$ cat config.mk
export PLATFORM = sky130hd
export DESIGN_NAME = fraction_add_reduce
export DESIGN_NICKNAME = d
export VERILOG_FILES = /design/src/far_pkg.sv /design/src/fraction_add_reduce.sv /design/src/far_front.sv /design/src/far_back.sv
export VERILOG_INCLUDE_DIRS = /design/src /design/src/src
export SDC_FILE = /design/constraint.sdc
export NUM_CORES = 2
export LEC_CHECK = 0
export BUFFER_PORTS_ARGS = -buffer_cell sky130_fd_sc_hd__buf_4
export CAP_MARGIN = 15
export CELL_PAD_IN_SITES_DETAIL_PLACEMENT = 1
export CELL_PAD_IN_SITES_GLOBAL_PLACEMENT = 1
export CORE_UTILIZATION = 31
export DETAILED_ROUTE_END_ITERATION = 10
export PLACE_DENSITY_LB_ADDON = 0.1
export SYNTH_ARGS = -nofsm -noshare
export SYNTH_HDL_FRONTEND = slang
export SYNTH_HIERARCHICAL = 1
export SYNTH_SLANG_ARGS = --single-unit
$ cat constraint.sdc
create_clock -name i_clk -period 11.8 [get_ports i_clk]
set_input_delay 1.18 -clock i_clk [delete_from_list [all_inputs] [get_ports i_clk]]
set_output_delay 1.18 -clock i_clk [all_outputs]
set_load 0.05 [all_outputs]
$ cat src/fraction_add_reduce_assert.svh
// Assertion macros for the fraction adder.
// Used by the front and back modules; no other dependencies.
`ifndef FRACTION_ADD_REDUCE_ASSERT_SVH
`define FRACTION_ADD_REDUCE_ASSERT_SVH
`ifndef SYNTH
`define FAR_ASSERT_IMPL(label, clk, rst_n, a, c) \
    label: assert property (@(posedge clk) disable iff (!rst_n) (a) |-> (c)) \
        else $error("assertion failed");
`define FAR_ASSERT_NEXT(label, clk, rst_n, a, c) \
    label: assert property (@(posedge clk) disable iff (!rst_n) (a) |=> (c)) \
        else $error("assertion failed");
`else
`define FAR_ASSERT_IMPL(label, clk, rst_n, a, c)
`define FAR_ASSERT_NEXT(label, clk, rst_n, a, c)
`endif
`endif

$ cat src/far_pkg.sv
// Shared constants for the fraction adder.
// No dependencies.
`default_nettype none
package far_pkg;
    localparam int VALUE_WIDTH_DEFAULT = 32;
    localparam int FIELD_WIDTH = 32;
endpackage
`default_nettype wire

$ cat src/fraction_add_reduce.sv
// Fraction adder top level: front (products) and back (GCD, division).
// The GCD remainder steps and the final divisions all run through the shared
// bit-serial divider in the back; a zero sum skips the divider.
// The receiver cannot stall.
// One item at a time: busy stays high until the result transfer, so the next
// item can be accepted in the cycle after the result strobe. Reset is synchronous, active low.
`default_nettype none
module fraction_add_reduce #(
    parameter int VALUE_WIDTH = far_pkg::VALUE_WIDTH_DEFAULT
) (
    input  wire logic        i_clk,
    input  wire logic        i_rst_n,
    input  wire logic        start,
    output logic             busy,
    input  wire logic [31:0] i_lhs_numerator,
    input  wire logic [31:0] i_lhs_denominator,
    input  wire logic [31:0] i_rhs_numerator,
    input  wire logic [31:0] i_rhs_denominator,
    output logic             o_strobe,
    output logic [31:0]      o_sum_numerator,
    output logic [31:0]      o_sum_denominator
);
    localparam int W = VALUE_WIDTH;
    logic f_busy, f_valid, b_ready, f_zero, r_inflight;
    logic [W-1:0] f_num, f_den, b_num, b_den;

    function automatic logic [W-1:0] ld(input logic [31:0] v);
        logic [95:0] e;
        e = {{64{v[31]}}, v};
        return e[W-1:0];
    endfunction

    function automatic logic [31:0] st(input logic [W-1:0] v);
        logic [95:0] e;
        e = {{(96-W){1'b0}}, v};
        return e[31:0];
    endfunction

    always_ff @(posedge i_clk) begin
        if (!i_rst_n) r_inflight <= 1'b0;
        else if (start && !busy) r_inflight <= 1'b1;
        else if (o_strobe) r_inflight <= 1'b0;
    end
    assign busy = f_busy || r_inflight;

    far_front #(.W(W)) u_front (
        .i_clk(i_clk), .i_rst_n(i_rst_n), .i_start(start && !busy), .o_busy(f_busy),
        .i_a(ld(i_lhs_numerator)), .i_b(ld(i_lhs_denominator)),
        .i_c(ld(i_rhs_numerator)), .i_d(ld(i_rhs_denominator)),
        .o_valid(f_valid), .i_ready(b_ready), .o_num(f_num), .o_den(f_den), .o_zero(f_zero)
    );

    far_back #(.W(W)) u_back (
        .i_clk(i_clk), .i_rst_n(i_rst_n), .i_valid(f_valid), .o_ready(b_ready),
        .i_num(f_num), .i_den(f_den), .i_zero(f_zero),
        .o_strobe(o_strobe), .o_num(b_num), .o_den(b_den)
    );

    assign o_sum_numerator = st(b_num);
    assign o_sum_denominator = st(b_den);
endmodule
`default_nettype wire

$ cat src/far_front.sv
// Front part: accepts an item, forms the sum with a shared multiplier and
// classifies it. Depends on far_pkg and the assertion header.
`default_nettype none
`include "fraction_add_reduce_assert.svh"
module far_front #(
    parameter int W = far_pkg::VALUE_WIDTH_DEFAULT
) (
    input  wire logic         i_clk,
    input  wire logic         i_rst_n,
    input  wire logic         i_start,
    output logic              o_busy,
    input  wire logic [W-1:0] i_a,
    input  wire logic [W-1:0] i_b,
    input  wire logic [W-1:0] i_c,
    input  wire logic [W-1:0] i_d,
    output logic              o_valid,
    input  wire logic         i_ready,
    output logic [W-1:0]      o_num,
    output logic [W-1:0]      o_den,
    output logic              o_zero
);
    localparam logic [1:0] S_IDLE = 2'd0;
    localparam logic [1:0] S_MUL = 2'd1;
    localparam logic [1:0] S_OUT = 2'd2;

    logic [1:0] r_state, n_state;
    logic [1:0] r_step;
    logic [W-1:0] r_a, r_b, r_c, r_d, r_num, r_den, r_prod;
    logic [W-1:0] mul_x, mul_y, num_fin, den_fin;
    logic [2*W-1:0] prod_full;

    always_comb begin
        case (r_step)
            2'd0: begin mul_x = r_a; mul_y = r_d; end
            2'd1: begin mul_x = r_c; mul_y = r_b; end
            default: begin mul_x = r_b; mul_y = r_d; end
        endcase
    end
    assign prod_full = mul_x * mul_y;

    always_ff @(posedge i_clk) begin
        if (!i_rst_n) begin
            r_state <= S_IDLE;
            r_step <= 2'd0;
        end else begin
            r_state <= n_state;
            if (r_state == S_MUL) begin
                r_step <= (r_step == 2'd3) ? 2'd0 : r_step + 2'd1;
            end
        end
    end

    always_comb begin
        n_state = r_state;
        case (r_state)
            S_IDLE: if (i_start) n_state = S_MUL;
            S_MUL: if (r_step == 2'd3) n_state = S_OUT;
            S_OUT: if (i_ready) n_state = S_IDLE;
            default: n_state = S_IDLE;
        endcase
    end

    always_ff @(posedge i_clk) begin
        if (r_state == S_IDLE && i_start) begin
            r_a <= i_a; r_b <= i_b; r_c <= i_c; r_d <= i_d;
        end
        if (r_state == S_MUL) begin
            r_prod <= prod_full[W-1:0];
            case (r_step)
                2'd1: r_num <= r_prod + prod_full[W-1:0];
                2'd2: r_den <= prod_full[W-1:0];
                default: ;
            endcase
        end
    end

    assign num_fin = r_den[W-1] ? (~r_num + 1'b1) : r_num;
    assign den_fin = r_den[W-1] ? (~r_den + 1'b1) : r_den;
    assign o_busy = (r_state != S_IDLE);
    assign o_valid = (r_state == S_OUT);
    assign o_zero = (r_num == '0);
    assign o_num = num_fin;
    assign o_den = den_fin;

    `FAR_ASSERT_NEXT(a_start_leaves_idle, i_clk, i_rst_n, !o_busy && i_start, r_state == S_MUL)
    `FAR_ASSERT_IMPL(a_step_only_in_mul, i_clk, i_rst_n, r_state != S_MUL, r_step == 2'd0)
    `FAR_ASSERT_NEXT(a_out_holds, i_clk, i_rst_n, o_valid && !i_ready, o_valid && $stable(o_num))
endmodule
`default_nettype wire

$ cat src/far_back.sv
// Back part: Euclidean GCD and final divisions through one shared
// restoring divider. Depends on far_pkg and the assertion header.
`default_nettype none
`include "fraction_add_reduce_assert.svh"
module far_back #(
    parameter int W = far_pkg::VALUE_WIDTH_DEFAULT
) (
    input  wire logic         i_clk,
    input  wire logic         i_rst_n,
    input  wire logic         i_valid,
    output logic              o_ready,
    input  wire logic [W-1:0] i_num,
    input  wire logic [W-1:0] i_den,
    input  wire logic         i_zero,
    output logic              o_strobe,
    output logic [W-1:0]      o_num,
    output logic [W-1:0]      o_den
);
    localparam int CW = $clog2(W + 1);
    localparam logic [2:0] S_IDLE = 3'd0;
    localparam logic [2:0] S_GCD = 3'd1;
    localparam logic [2:0] S_DN = 3'd2;
    localparam logic [2:0] S_DD = 3'd3;
    localparam logic [2:0] S_OUT = 3'd4;

    logic [2:0] r_state;
    logic [W-1:0] r_num, r_den, r_x, r_y, r_g;
    logic [W-1:0] r_q, r_rem, r_dvd, r_qn;
    logic [CW-1:0] r_cnt;
    logic r_div_go;
    logic [W:0] trial;
    logic [W-1:0] mag_num, mag_den, rem_sh;

    assign mag_num = r_num[W-1] ? (~r_num + 1'b1) : r_num;
    assign mag_den = r_den[W-1] ? (~r_den + 1'b1) : r_den;
    assign rem_sh = {r_rem[W-2:0], r_dvd[W-1]};
    assign trial = {r_rem, r_dvd[W-1]} - {1'b0, r_state == S_GCD ? r_y : r_g};
    assign o_ready = (r_state == S_IDLE);

    always_ff @(posedge i_clk) begin
        if (!i_rst_n) begin
            r_state <= S_IDLE;
            r_div_go <= 1'b0;
            r_cnt <= '0;
            o_strobe <= 1'b0;
        end else begin
            o_strobe <= (r_state == S_OUT) || (r_state == S_IDLE && i_valid && i_zero);
            case (r_state)
                S_IDLE: if (i_valid) begin
                    r_num <= i_num; r_den <= i_den;
                    if (i_zero) begin
                        o_num <= '0;
                        o_den <= {{(W-1){1'b0}}, 1'b1};
                    end else begin
                        r_x <= i_num[W-1] ? (~i_num + 1'b1) : i_num;
                        r_y <= i_den[W-1] ? (~i_den + 1'b1) : i_den;
                        r_state <= S_GCD;
                        r_div_go <= 1'b1;
                    end
                end
                S_GCD, S_DN, S_DD: begin
                    if (r_div_go) begin
                        if (r_state == S_GCD && r_y == '0) begin
                            r_g <= r_x;
                            r_state <= S_DN;
                        end else begin
                            r_dvd <= (r_state == S_GCD) ? r_x :
                                     (r_state == S_DN) ? mag_num : mag_den;
                            r_rem <= '0; r_q <= '0;
                            r_cnt <= CW'(W);
                            r_div_go <= 1'b0;
                        end
                    end else if (r_cnt != '0) begin
                        r_cnt <= r_cnt - 1'b1;
                        r_dvd <= {r_dvd[W-2:0], 1'b0};
                        if (!trial[W]) begin
                            r_rem <= trial[W-1:0];
                            r_q <= {r_q[W-2:0], 1'b1};
                        end else begin
                            r_rem <= rem_sh;
                            r_q <= {r_q[W-2:0], 1'b0};
                        end
                    end else begin
                        case (r_state)
                            S_GCD: begin
                                r_x <= r_y; r_y <= r_rem;
                                r_div_go <= 1'b1;
                            end
                            S_DN: begin
                                r_qn <= r_num[W-1] ? (~r_q + 1'b1) : r_q;
                                r_state <= S_DD;
                                r_div_go <= 1'b1;
                            end
                            default: begin
                                o_num <= r_qn;
                                o_den <= r_den[W-1] ? (~r_q + 1'b1) : r_q;
                                r_div_go <= 1'b0;
                                r_state <= S_OUT;
                            end
                        endcase
                    end
                end
                S_OUT: begin
                    r_state <= S_IDLE;
                end
                default: r_state <= S_IDLE;
            endcase
        end
    end

    `FAR_ASSERT_IMPL(a_gcd_nonzero, i_clk, i_rst_n, r_state == S_DN, r_g != '0)
    `FAR_ASSERT_NEXT(a_out_strobes, i_clk, i_rst_n, r_state == S_OUT, o_strobe)
    `FAR_ASSERT_IMPL(a_cnt_bound, i_clk, i_rst_n, 1'b1, r_cnt <= CW'(W))
endmodule
`default_nettype wire
======== Word-level counts from Yosys, hierarchy flattened ========
Index checks and enable logic that the tools add are counted.
word-level totals
  memories ................................ 0
  bits in latches ......................... 0
  logic and storage cells ................. 172
  output and inout bits ................... 66
  flip-flop bits (word level) ............. 592
  bits of input ports ..................... 131
  bits in writable memories ............... 0
  ROM bits ................................ 0
operators by class
  $add $sub $neg .......................... 11
  muxes and demuxes ....................... 71
  bitwise logic cells ..................... 9
  equal/unequal tests ..................... 23
  multipliers ............................. 1
  reductions and logical operators ........ 32
  order comparisons ....................... 0
  shifts and indexed selects .............. 0
  div/mod/pow operators ................... 0
operators with widths
  operator               count
  $mux 32                41
  $pmux 32 s2            5
  $add 32x1->32 const B  7
  $not 32->32            7
  $logic_not 32->1       2
  $sub 33x32->33         1
  $add 32x32->32         1
  $mul 32x32->32         1
  $mux 6                 3
  $mux 3                 5
  $reduce_and 7->1       2
  $ne 2x2->1 const B     6
  $pmux 3 s2             2
  $reduce_and 3->1       4
  $ne 2x1->1 const B     5
  $reduce_and 5->1       2
  $mux 1                 9
  $mux 2                 4
  $reduce_and 4->1       2
  $reduce_bool 2->1      4
  $eq 2x2->1 const B     3
  $eq 3x2->1 const B     2
  $ne 3x2->1 const B     2
  $pmux 2 s3             1
  other kinds (17)       26

======== Depth between registers and ports, before layout ========
  word-level depth ........................ 9
  depth in mapped cells ................... 45
  depth with buffers taken out ............ 40

======== Cells and area by module ========
The synthesis kept the hierarchy.
by module, submodules not included
  module               cells an instance  times used  area an instance (um2)  seq. area each (um2)
  far_front            2,525              1           26,067.5                6,806.5
  far_back             1,771              1           19,640.1                10,790.3
  fraction_add_reduce  5                  1           55.1                    20.0

======== Worst setup path after synthesis ========
Ideal clock, no wire load.
  path kind ............................... reg-to-reg
  start point ............................. reg u_front.r_num[17]
  end point ............................... reg u_back.o_den[0] (enable)
  arrival ................................. 12.183 ns
  buffers on the path ..................... 0
  period minus slack after synthesis ...... 13.010 ns
  stages on the path, launching flop included .. 9
  slack ................................... -1.210 ns
  required time ........................... 10.972 ns
  library setup time ...................... 0.828 ns
  cells stage by stage .................... edfxtp_1 or3_1 or3_1 or4_1 nor3_1 nand2_1 nor4_1 a21oi_1 a2111oi_0
between the ends
  cells in the longest elaborated chain, start to end .. 3
ends and longest elaborated chain
  element                     RTL line                   source
  start, declared             far_front.sv:28            logic [W-1:0] r_a, r_b, r_c, r_d, r_num, r_den, r_prod;
  start signal, assigned      far_front.sv:70            2'd1: r_num <= r_prod + prod_full[W-1:0];
  $logic_not 32->1            far_front.sv:81            assign o_zero = (r_num == '0);
  named net f_zero            fraction_add_reduce.sv:24  logic f_busy, f_valid, b_ready, f_zero, r_inflight;
  $ne 2x1->1 (no line)        -
  $reduce_and 7->1 (no line)  -
  end signal, assigned        far_back.sv:53             o_den <= {{(W-1){1'b0}}, 1'b1};
  end signal, assigned        far_back.sv:96             o_den <= r_den[W-1] ? (~r_q + 1'b1) : r_q;
  end, declared               far_back.sv:17             output logic [W-1:0] o_den
The timed path passes the listed nets, and every way through them passes these cells.
A chain may end at the register's enable or synchronous reset.

======== Worst setup path after layout ========
  start point ............................. reg u_front.r_step[0]
  end point ............................... reg u_front.r_num[30] (data pin)
between the ends
  cells in the longest elaborated chain, start to end .. 4
  elaborated cells on any way between the ends .. 6
  those cells by class .................... add/sub (1); mul (1); eq/ne (1); mux (2); reduce/logical (1)
ends and longest elaborated chain
  element                                               RTL line         source
  start, declared                                       far_front.sv:27  logic [1:0] r_step;
  start signal, assigned                                far_front.sv:48  r_step <= (r_step == 2'd3) ? 2'd0 : r_step + 2'd1;
  $eq 2x1->1 / $logic_not 2->1 (equally long branches)  far_front.sv:33  case (r_step)
  $pmux 32 s2 / $mux 32 (equally long branches)         far_front.sv:33
  $mul 32x32->32 (*)                                    far_front.sv:39  assign prod_full = mul_x * mul_y;
  named net u_front.prod_full[21]                       far_front.sv:30  logic [2*W-1:0] prod_full;
  $add 32x32->32 (*)                                    far_front.sv:70
Mark *: on every way through the listed nets, which the timed path passes. The rest lies on a longest branch.

==> flow_summary.yaml <==
yosys:
  ys_top_cells_by_area: "edfxtp_1 (38%), fa_1 (18%), ha_1 (5.5%), xnor2_1 (4.4%), nor2_1 (3.8%)"
  synth-seq-cells: 592
  yosysTopAreaCellShare_pct: 37.80
  yosysTopAreaCell: "edfxtp_1"
  synth-edff-count: 576
  syn-cell-area_mm2: 0.04576
  yosysWarningCount: 6
  syn_inst: 4301
  ys.flop_type: "edfxtp_1"
  synth.distinct_cells: 97
  seq_area_frac_synth_pct: 38.50
  async_flop_share_pct: 0
  syn_area_per_cell_um2: 10.64
  postSynthNetCount: 5043
critical_path:
  worstPathRequired_ps: 12190
  cp_slowest_cell: "a21o_1"
  rrSetupSlack_ps: 1020
  r2r_start: "u_front/r_step[0]"
  cp-startpoint: "u_front/r_step[0]"
  max_stage_delay_ps: 830
  crit_path_start_kind: "register"
  cpMostUsedCell: "fa_1"
  cp_data_arrival_time_ps: 11170
  cp_max_fo: 15
  endpoint_kind: "register"
  critPathKind: "reg2reg"
cells_and_area:
  drive_gt1_share_pct: 11.87
  fin_util_pct: 35.78
  layout.nets: 5247
  area_growth_pct: 14.21
  final_cells: 6482
  antennaDiodeCount: 0
routing:
  viasPerCell: 4.979
  drt_iter0_markers: 1679
  route.detailed.drc: 0
  totalWireLength_um: 156700
  firstDrtPassIters: 5
  wl_per_cell_um: 24.17
  vias: 32271
  ant_nets: 0
clocking:
  cts.clk_slew.worst_paths_ps: 60
  clock-root-buffer: "clkbuf_16"
  clk_latency_ps: 710
  clk_path_buf_depth: 3
  cts_max_level: 3
  cts_resized: 0
  post_cts_buffers: 0
  cts_buffers: 77
  cts_hold_buffers: 0
  cts_tree: "done"
  cts_sinks: 592
sta:
  hold_violations: 0
  fin_tns_setup_ps: 0
  layout_setup_ws_ps: 1021
  max-slew-margin-rel_pct: 28.84
  worst_slew_pin_slew_ps: 1067
  setup_viol: 0
  fmax_mhz: 92.77
  clock_skew_ps: 71.81
  fin_crit_sh_pct: 91.35
  rsz0062_at_grt: "false"
  slew_violations: 0
  min_period_ps: 10780
floorplan:
  rows: 140
  fp.coreArea_mm2: 0.1461
  design.die.area_mm2: 0.1492
  ios: 197
  start_util_pct: 31.32
  die_y_um: 386.2
  die_w_um: 386.2
placement:
  preCtsSetupSlack_ps: 960.2
  numPortBuffers: 196
  post-dp-hpwl_um: 124000
  placed_cells: 6343
  gp_congestion: 0.8848
outcome:
  status: "finished clean"
global_route:
  gr-total-overflow: 0
  grt_pass1_wl_um: 233900
  grt_max_degree: 91
  grt_antenna_before_repair: 4
  grt_pass1_vias: 34792
  grt_use_total_pct: 21.33
worst_hold_path:
  min-delay-start: "u_back/r_x[7]"
  hold_class: "reg2reg"
run:
  maxCapViolCount: 0
[synthesized netlist by cell type (all sizes together) (5+ instances only)]
master and number:
nor4 30, o31ai 60, o41ai 22, mux2i 93, dfxtp 16, o31a 5
clkbuf 134, and2 51, ha 201, fa 410, nand2b 26, nand2 449
edfxtp 576, xnor2 230, or2 28, or4 21, o21bai 14, and3 13
nand3 26, a211oi 32, nor2 470, a21oi 171, nand4 15, a22o 27
a21o 79, or3 55, nor2b 45, o211ai 11, mux2 27, xor2 145
nand3b 9, nor3 44, a21boi 5, o21a 18, inv 462, buf 42
nor3b 7, a31oi 9, o21ai 172
[path summary, 6_finish.rpt]
| path | depth (start not counted) | end |
|---|---|---|
| worst max register to register | 35 | u_front/r_num[30] |
| worst min-delay path | 0 | u_back/r_g[7] |
| worst max-delay path | 35 | u_front/r_num[30] |
| worst min register to register | 0 | u_back/r_g[7] |
[placed cells by master (no fill, tap or decap), types with 22 or more instances in the layout]
master	instances
fa_1	410
or2_2	23
and2_1	50
buf_4	299
nand2_1	447
o31ai_1	51
a21o_1	79
nor2b_1	44
nand2b_1	25
xor2_1	145
nor3_1	43
a211oi_1	31
nor4_1	22
nor2_1	465
a22o_1	27
edfxtp_1	576
ha_1	200
or3_1	51
nand3_1	26
mux2i_1	80
o21ai_0	154
inv_1	462
a21oi_1	159
xnor2_1	227
clkbuf_16	77
[logic make-up after synthesis]
kind of cell	share of synthesized area (%)
compound gates	9.558
xor+xnor	7.262
flops	38.50
buf+inv	5.498
fa+ha+maj	23.43
mux	2.756
simple gates	13.00
[layer usage]
layer	track usage, %	share of wire [%]	up-vias
met2	37.39	50	534
li1	-	-	14920
met5	0	0.0083	-
met4	5.687	2.7	2
met3	2.587	3.1	191
met1	27.60	45	16624
[stage by stage]
stage	hold WS [ps]	instance area (um^2)
CTS	428.8	52260
finish	423.3	52260
global route	451.9	52260
detailed placement	435.3	49830
floorplan	420.8	45760
global placement	430.5	49810
[cell type report]
cell class                      count  area, um^2
Timing Repair Buffer              301        2276
Tap cell                         1917        2399
Fill cell                       16256       93830
Multi-Input combinational cell   3071       25800
Clock inverter                     45       436.7
Sequential cell                   592       17620
Clock buffer                       94        2001
Inverter                          462        1734
[worst max-delay path: cells and delay by family (launching register included)]
| family | cells | cell delay, ps |
|---|---|---|
| adder cells (fa/ha/maj) | 11 | 4780 |
| AO/OA/AOI/OAI | 11 | 3100 |
| AND/OR/NAND/NOR | 6 | 1290 |
| buffers and inverters | 5 | 520 |
| flip-flops | 1 | 460 |
| XOR/XNOR | 2 | 330 |
Power is not shown: default switching activity piles up to over one toggle a cycle in this logic, so the estimate is an artifact.
